[src/rtl/core/dds_pkg.sv]
package dds_pkg;

  // transform size and storage
  localparam int MAX_LEN = 64;
  localparam int LEN_W   = 7;
  localparam int IDX_W   = 6;

  // sine table geometry
  localparam int SINE_TABLE_DEPTH = 1024;
  localparam int QTR              = SINE_TABLE_DEPTH / 4;

  // divider width
  localparam int DIV_W = 64;

  // register indexes
  localparam logic [1:0] REG_LEN   = 2'd0;
  localparam logic [1:0] REG_DIR   = 2'd1;
  localparam logic [1:0] REG_SCALE = 2'd2;

  // odd polynomial coefficients, unsigned q30
  localparam logic [63:0] TC1 = 64'd1686629713;
  localparam logic [63:0] TC3 = 64'd693598668;
  localparam logic [63:0] TC5 = 64'd85569306;
  localparam logic [63:0] TC7 = 64'd5026994;
  localparam logic [63:0] TC9 = 64'd172272;

  typedef struct packed {
    logic signed [15:0] sample_real;
    logic signed [15:0] sample_imag;
  } dds_in_t;

  typedef struct packed {
    logic signed [31:0] result_real;
    logic signed [31:0] result_imag;
    logic [5:0]         bin_index;
    logic               last_bin;
  } dds_out_t;

  typedef enum logic {
    DIV_PHASE,
    DIV_VALUE
  } div_src_t;

  // controller to datapath commands
  typedef struct packed {
    logic             wr_en;
    logic [IDX_W-1:0] wr_addr;
    logic             bin_init;
    logic             mac_issue;
    logic [IDX_W-1:0] mac_j;
    logic [IDX_W-1:0] bin_i;
    logic             div_start;
    div_src_t         div_src;
    logic             mul0;
    logic             mul1;
    logic             mul2;
    logic             div_load;
    logic             fin_store;
    logic             fin_sel;
  } dds_cmd_t;

  // datapath to controller status
  typedef struct packed {
    logic div_done;
    logic pipe_busy;
  } dds_stat_t;

  typedef logic [14:0] qsin_tab_t [QTR+1];

  // quarter-wave sine magnitude at phase m * 65536 / SINE_TABLE_DEPTH
  function automatic logic [14:0] qsin_entry(int unsigned m);
    logic [63:0] z30;
    logic [63:0] u;
    logic [63:0] acc;
    logic [63:0] q;
    z30 = 64'(m) << 22;
    u   = (z30 * z30) >> 30;
    acc = TC9;
    acc = TC7 - ((acc * u) >> 30);
    acc = TC5 - ((acc * u) >> 30);
    acc = TC3 - ((acc * u) >> 30);
    acc = TC1 - ((acc * u) >> 30);
    acc = (acc * z30) >> 30;
    q   = (acc + 64'd16384) >> 15;
    if (q > 64'd32767) begin
      q = 64'd32767;
    end
    return q[14:0];
  endfunction

  function automatic qsin_tab_t build_qsin();
    qsin_tab_t t;
    for (int m = 0; m <= QTR; m++) begin
      t[m] = qsin_entry(m);
    end
    return t;
  endfunction

  localparam qsin_tab_t QSIN = build_qsin();

  // q1.15 sine of a 16 bit turn phase
  function automatic logic signed [15:0] tw_lookup(logic [15:0] ph);
    logic [9:0]  k;
    logic [8:0]  m;
    logic [15:0] mag;
    k   = ph[15:6];
    m   = k[8] ? (9'(QTR) - {1'b0, k[7:0]}) : {1'b0, k[7:0]};
    mag = {1'b0, QSIN[m]};
    return k[9] ? $signed(-mag) : $signed(mag);
  endfunction

endpackage

[src/rtl/core/dds_ctrl.sv]
module dds_ctrl import dds_pkg::*; (
  input  logic             clk,
  input  logic             rst_n,
  input  logic [LEN_W-1:0] n_eff,
  input  logic             direction,
  input  logic             in_valid,
  output logic             in_ready,
  output logic             out_valid,
  input  logic             out_ready,
  output logic [IDX_W-1:0] bin_index,
  output logic             last_bin,
  output dds_cmd_t         cmd,
  input  dds_stat_t        stat
);

  typedef enum logic [3:0] {
    S_LOAD,
    S_DIV_STEP,
    S_WAIT_STEP,
    S_MAC,
    S_DRAIN,
    S_MUL0,
    S_MUL1,
    S_MUL2,
    S_DIV_VAL,
    S_WAIT_VAL,
    S_ROUND,
    S_OUT
  } state_t;

  state_t           state_r;
  logic [IDX_W-1:0] lc_r;
  logic [IDX_W-1:0] i_r;
  logic [IDX_W-1:0] j_r;
  logic             sel_r;
  logic             in_acc;
  logic [LEN_W-1:0] lc_inc;
  logic             load_done;
  logic             last_j;
  logic             last_i;

  assign in_ready  = (state_r == S_LOAD);
  assign in_acc    = in_ready & in_valid;
  assign lc_inc    = {1'b0, lc_r} + 1'b1;
  assign load_done = lc_inc >= n_eff;
  assign last_j    = {1'b0, j_r} == (n_eff - 1'b1);
  assign last_i    = {1'b0, i_r} == (n_eff - 1'b1);
  assign out_valid = (state_r == S_OUT);
  assign bin_index = i_r;
  assign last_bin  = last_i;

  // command decode
  always_comb begin
    cmd           = '0;
    cmd.wr_en     = in_acc;
    cmd.wr_addr   = lc_r;
    cmd.mac_j     = j_r;
    cmd.bin_i     = i_r;
    cmd.fin_sel   = sel_r;
    cmd.div_src   = DIV_PHASE;
    case (state_r)
      S_DIV_STEP: cmd.div_start = 1'b1;
      S_WAIT_STEP: cmd.bin_init = stat.div_done;
      S_MAC: cmd.mac_issue = 1'b1;
      S_MUL0: cmd.mul0 = 1'b1;
      S_MUL1: cmd.mul1 = 1'b1;
      S_MUL2: cmd.mul2 = 1'b1;
      S_DIV_VAL: begin
        cmd.div_start = 1'b1;
        cmd.div_src   = DIV_VALUE;
      end
      S_WAIT_VAL: begin
        cmd.div_src  = DIV_VALUE;
        cmd.div_load = stat.div_done;
      end
      S_ROUND: cmd.fin_store = 1'b1;
      default: ;
    endcase
  end

  // sequencer
  always_ff @(posedge clk) begin
    if (!rst_n) begin
      state_r <= S_LOAD;
      lc_r    <= '0;
      i_r     <= '0;
      j_r     <= '0;
      sel_r   <= 1'b0;
    end else begin
      case (state_r)
        S_LOAD: begin
          if (in_acc) begin
            if (load_done) begin
              lc_r    <= '0;
              i_r     <= '0;
              state_r <= S_DIV_STEP;
            end else begin
              lc_r <= lc_inc[IDX_W-1:0];
            end
          end
        end
        S_DIV_STEP: state_r <= S_WAIT_STEP;
        S_WAIT_STEP: begin
          if (stat.div_done) begin
            j_r     <= '0;
            state_r <= S_MAC;
          end
        end
        S_MAC: begin
          if (last_j) begin
            state_r <= S_DRAIN;
          end else begin
            j_r <= j_r + 1'b1;
          end
        end
        S_DRAIN: begin
          if (!stat.pipe_busy) begin
            sel_r   <= 1'b0;
            state_r <= S_MUL0;
          end
        end
        S_MUL0: state_r <= S_MUL1;
        S_MUL1: state_r <= S_MUL2;
        S_MUL2: state_r <= direction ? S_DIV_VAL : S_ROUND;
        S_DIV_VAL: state_r <= S_WAIT_VAL;
        S_WAIT_VAL: begin
          if (stat.div_done) begin
            state_r <= S_ROUND;
          end
        end
        S_ROUND: begin
          if (sel_r) begin
            state_r <= S_OUT;
          end else begin
            sel_r   <= 1'b1;
            state_r <= S_MUL0;
          end
        end
        S_OUT: begin
          if (out_ready) begin
            if (last_i) begin
              i_r     <= '0;
              state_r <= S_LOAD;
            end else begin
              i_r     <= i_r + 1'b1;
              state_r <= S_DIV_STEP;
            end
          end
        end
        default: state_r <= S_LOAD;
      endcase
    end
  end

  a_bin_in_range: assert property (@(posedge clk) disable iff (!rst_n)
    out_valid |-> ({1'b0, i_r} < n_eff))
    else $error("bin index beyond transform length");
  a_tap_in_range: assert property (@(posedge clk) disable iff (!rst_n)
    cmd.mac_issue |-> ({1'b0, j_r} < n_eff))
    else $error("sample index beyond transform length");
  a_result_held: assert property (@(posedge clk) disable iff (!rst_n)
    (out_valid && !out_ready) |=> (out_valid && $stable(i_r)))
    else $error("pending result dropped");

endmodule

[config.mk]
export PLATFORM = sky130hd
export DESIGN_NAME = dds_ctrl
export DESIGN_NICKNAME = d
export VERILOG_FILES = /design/src/rtl/core/dds_pkg.sv /design/src/rtl/core/dds_ctrl.sv
export SDC_FILE = /design/constraint.sdc
export NUM_CORES = 1
export LEC_CHECK = 0
export BUFFER_PORTS_ARGS = -buffer_cell sky130_fd_sc_hd__clkbuf_2
export CAP_MARGIN = 30
export CORE_UTILIZATION = 30
export CTS_BUF_LIST = sky130_fd_sc_hd__clkbuf_4 sky130_fd_sc_hd__clkbuf_8
export DETAILED_ROUTE_END_ITERATION = 8
export GPL_TIMING_DRIVEN = 0
export HOLD_SLACK_MARGIN = 0.12
export PLACE_DENSITY = 0.5
export SYNTH_ARGS = -nofsm -noshare
export SYNTH_HDL_FRONTEND = slang
export SYNTH_SLANG_ARGS = --single-unit
[constraint.sdc]
create_clock -name clk -period 4 [get_ports clk]
set_clock_uncertainty 0.2 [all_clocks]
set_input_delay 0.6 -clock clk [delete_from_list [all_inputs] [get_ports clk]]
set_output_delay 0.6 -clock clk [all_outputs]
set_load 0.02 [all_outputs]
==> reports/metrics.sh <==
OUTCOME='complete, no violations'
COUNT_OF_ENDPOINTS_FAILING_SETUP_IN_THE_FINAL_REPORT=0
SYNTHESIS.AREA_UM2=1931
DIE-AREA_UM2=6760
SYNTH_ADDER_AREA_SHARE_PCT=7.129
SYNTH.NET_COUNT=264
MAX_SLEW_VIO_COUNT=0
DETAILEDROUTE.FIRSTPASSITERATIONCOUNT=4
NUMBER_OF_GLOBAL_ROUTE_VIAS_BEFORE_REPAIR=1691
AREAL_POWER_DENSITY_OVER_THE_CELLS_nW_PER_UM2=251.5
GRT_SETUP_UNREPAIRED='no'
PLACEMENTROWS=28
POST-SYNTH-TOP-COUNT-CELL='sky130_fd_sc_hd__dfxtp_1'
SYNTH.TOP_CELLS.BY_COUNT='23 x sky130_fd_sc_hd__dfxtp_1, 19 x sky130_fd_sc_hd__nor2_1, 17 x sky130_fd_sc_hd__a21oi_1'
TIMING_HOLD_VIOLATIONS_FINAL=0
DIE_WIDTH_UM=82.22
MUXSHAREOFSYNTHAREA_PCT=0.5185
CTS_MADE_BUFFERS=3
LEAKAGEPOWER_nW=1.038
INSERTION_DELAY_PS=280
AREAGROWTHSYNTHTOFINISH_PCT=20.48
RELATIVE_MAX_TRANSITION_MARGIN_PCT=48.05
P_TOTAL_mW=0.5850
GRT_ANTENNA_BEFORE_REPAIR=0
SYN-INSTANCE-COUNT=239
WORST_SLEW_PIN_SLEW_PS=774.0
CRITICAL_PATH.SLOWEST_CELL='sky130_fd_sc_hd__a2111oi_4'
SYNTH_SEQ_AREA_SHARE_PCT=23.85
VIA_COUNT=1825
GRT.OVERFLOW.TOTAL=0
CLKTRANSATPATHREGS_PS=80
DRIVE_GT1_SHARE_PCT=26.53
CP_CELL_SEQUENCE='clkbuf_2 -> inv_1 -> ha_1 -> nor3b_4 -> a31o_2 -> nand4_1 -> a2111oi_4 -> clkbuf_2'
FINAL_ANTENNA_NET_COUNT=0
GRT_PASS1_WL_UM=8514
WIRE_PER_INST_UM=13.67
FINALWORSTPATHREQUIREDPERIOD_PS=3217
WORST_HOLD_PATH.NUM_CELLS=2
CLOCK-SINKS=23
CRITICAL_PATH_CELL_COUNT=8
POST_DRT_VIA_CELL_RATIO=4.946
POSTSYNTHREGISTERBITS=23
R2R_CELLS=9
DP_HPWL_UM=3895
TIMING.CRITICAL_PATH.BUF_INV=3
MIN-DELAY-PATH-CLASS='register to register'
POST_SYNTH_XOR_AREA_FRACTION_PCT=11.92
CPMOSTUSEDCELL='sky130_fd_sc_hd__clkbuf_2'
TRITONCTS='done'
POST_CTS.RESIZED_INSTANCES=0
POST_SYNTH.CELL_AREA_AVG_UM2=8.078
UTILIZATION_PCT=38.38
GRT_USE_TOTAL_PCT=16.32
SYNTHDISTINCTLIBCELLS=57
CRITICAL_PATH.TOP_DELAY_FAMILY='compound AO/OA/AOI/OAI gates'
FIRST_ITER_VIOLATIONS=47
DIE_HEIGHT_UM=82.22
WORSTSETUPPATHTYPE='input pin to output pin'
CPPEAKSTAGEDELAY_PS=360
PEAKVDDDROP_V=0.0001165
CTS_HTREE_LEVELS=1
YOSYS-TOP-CELLS-AREA='sky130_fd_sc_hd__dfxtp_1 24%, sky130_fd_sc_hd__ha_1 7.1%, sky130_fd_sc_hd__xnor3_1 4.7%'
TIMING.CRITICAL_PATH.FROM_TYPE='input pin'
YOSYSTOPAREACELL='sky130_fd_sc_hd__dfxtp_1'
SYNTH-COMPOUND-AREA-SHARE_PCT=20.54
WIRELENGTH_UM=5044
PLACE_CONGESTION=0.8196
ANTENNA_CELLS_INSERTED=0
YS.WARNINGS.COUNT=0
PRE_CTS_WS_PS=738.4
COUNT_OF_UNRESOLVED_DRC_VIOLATIONS_AFTER_ROUTING=0
SYNTH-EDFF-COUNT=0
SYNTH_TOP_FLOP_CELL='sky130_fd_sc_hd__dfxtp_1'
MIN_PERIOD_OVER_PERIOD_PCT=80.42
CLOCK_TREE.ROOT_CELL='sky130_fd_sc_hd__clkbuf_8'
FLOORPLAN.INITIALDENSITY_PCT=31.85
GRT_START_MAX_NET_PINS=14
WORSTPATHARRIVAL_PS=2420
CTSLONGESTPATHBUFFERS=2
FIN_HOLD_WS_PS=322.2
SYNTH-ASYNC-RESET-RATIO_PCT=0
WORST_PATH_REQUIRED_PS=3200
TOTAL_I_O_PIN_COUNT=52
MAX_CAP_VIOLATIONS=0
SYNTH_TOP_CELL_AREA_SHARE_PCT=23.85
FIN_NETS=320
PORT_BUFFERS=51
FMAX_GHz=0.3109
SETUP-TNS-FINAL_PS=0
LAYOUT_SETUP_WS_PS=783.1
CTS_HOLD_REPAIR.BUFFERS=0
SYNTH_TOP_FAMILY_BY_AREA='simple AND/OR/NAND/NOR gates'
CORE_UM2=6061
SYNTH-SIMPLE-AREA-SHARE_PCT=28.06
ENDPOINT_KIND='output pin'
CTS_SETUP_BUFFERS=0
CRITICAL_PATH_PEAK_FANOUT=6
==> layout make-up <==
class                      instances  area [um2]
buffer                            15       93.84
inverter                          16       60.06
clock inverter                     1       5.005
clock buffer                       3       41.29
tap                               75       93.84
timing repair buffer              51       255.2
fill                             646        3735
multi-input combinational        185        1316
sequential                        23       460.4
==> cell families (layout without fill, tap and decap cells) <==
family,Yosys count,after routing
AO/OA/AOI/OAI,58,58
XOR/XNOR,20,20
adder cells (fa/ha/maj),11,11
buffers and inverters,31,86
flip-flops,23,23
multiplexers,1,1
AND/OR/NAND/NOR,95,95
==> stage by stage <==
step,instances,area [um2]
floorplan,239,1931
global placement,365,2280
detailed placement,365,2280
CTS,369,2326
global route,369,2326
finish,369,2326
==> state kept, by name, summed over array words and instances, names as in the netlist <==
register and cells:
j_r 6, sel_r 1, state_r 4, lc_r 6, bin_index 6
==> per-layer routing <==
layer	GRT usage, %	vias to the layer above	wire length [um]
li1	-	964	-
met1	22.53	825	2494
met2	26.86	32	2335
met3	2.747	4	181
met4	2.632	0	33
met5	0	-	0
==> layout by cell type (no fill, tap or decap), types with 2 or more instances in the layout <==
cell type,count
sky130_fd_sc_hd__nor3b_1,3
sky130_fd_sc_hd__xnor3_1,4
sky130_fd_sc_hd__a21o_1,2
sky130_fd_sc_hd__or3_1,5
sky130_fd_sc_hd__or4_1,2
sky130_fd_sc_hd__xnor2_1,9
sky130_fd_sc_hd__clkbuf_2,51
sky130_fd_sc_hd__nand2_1,16
sky130_fd_sc_hd__buf_4,8
sky130_fd_sc_hd__xor2_1,7
sky130_fd_sc_hd__o21ai_0,9
sky130_fd_sc_hd__a211oi_1,2
sky130_fd_sc_hd__ha_1,11
sky130_fd_sc_hd__dfxtp_1,23
sky130_fd_sc_hd__nor3_1,2
sky130_fd_sc_hd__inv_1,13
sky130_fd_sc_hd__nand3_1,14
sky130_fd_sc_hd__nand2b_1,8
sky130_fd_sc_hd__o21ai_1,8
sky130_fd_sc_hd__clkbuf_1,6
sky130_fd_sc_hd__nor2b_1,5
sky130_fd_sc_hd__inv_2,2
sky130_fd_sc_hd__o22ai_1,3
sky130_fd_sc_hd__a311o_1,3
sky130_fd_sc_hd__nor2_1,19
sky130_fd_sc_hd__o31ai_1,2
sky130_fd_sc_hd__nand4_1,4
sky130_fd_sc_hd__clkbuf_8,3
sky130_fd_sc_hd__a21oi_1,17
sky130_fd_sc_hd__and3_1,3
==> tightest hold or removal path: stages (launching register included) <==
cell and delay [ps]:
sky130_fd_sc_hd__dfxtp_1 350, sky130_fd_sc_hd__o31ai_1 80, sky130_fd_sc_hd__a21oi_1 60
==> worst paths after layout <==
check	start	to	slack [ps]
setup / recovery	n_eff[0]	last_bin	780
setup reg to reg	lc_r[0]	bin_index[4]	790
hold reg to reg	j_r[5]	j_r[5]	320
hold / removal	j_r[5]	j_r[5]	320
==> power breakdown <==
group          total (mW)  internal, mW  switching, mW
clock network       0.156        0.0699         0.0865
registers           0.245         0.237        0.00863
logic               0.183        0.0725          0.111
No activity file was read; power rests on OpenSTA's default activity.
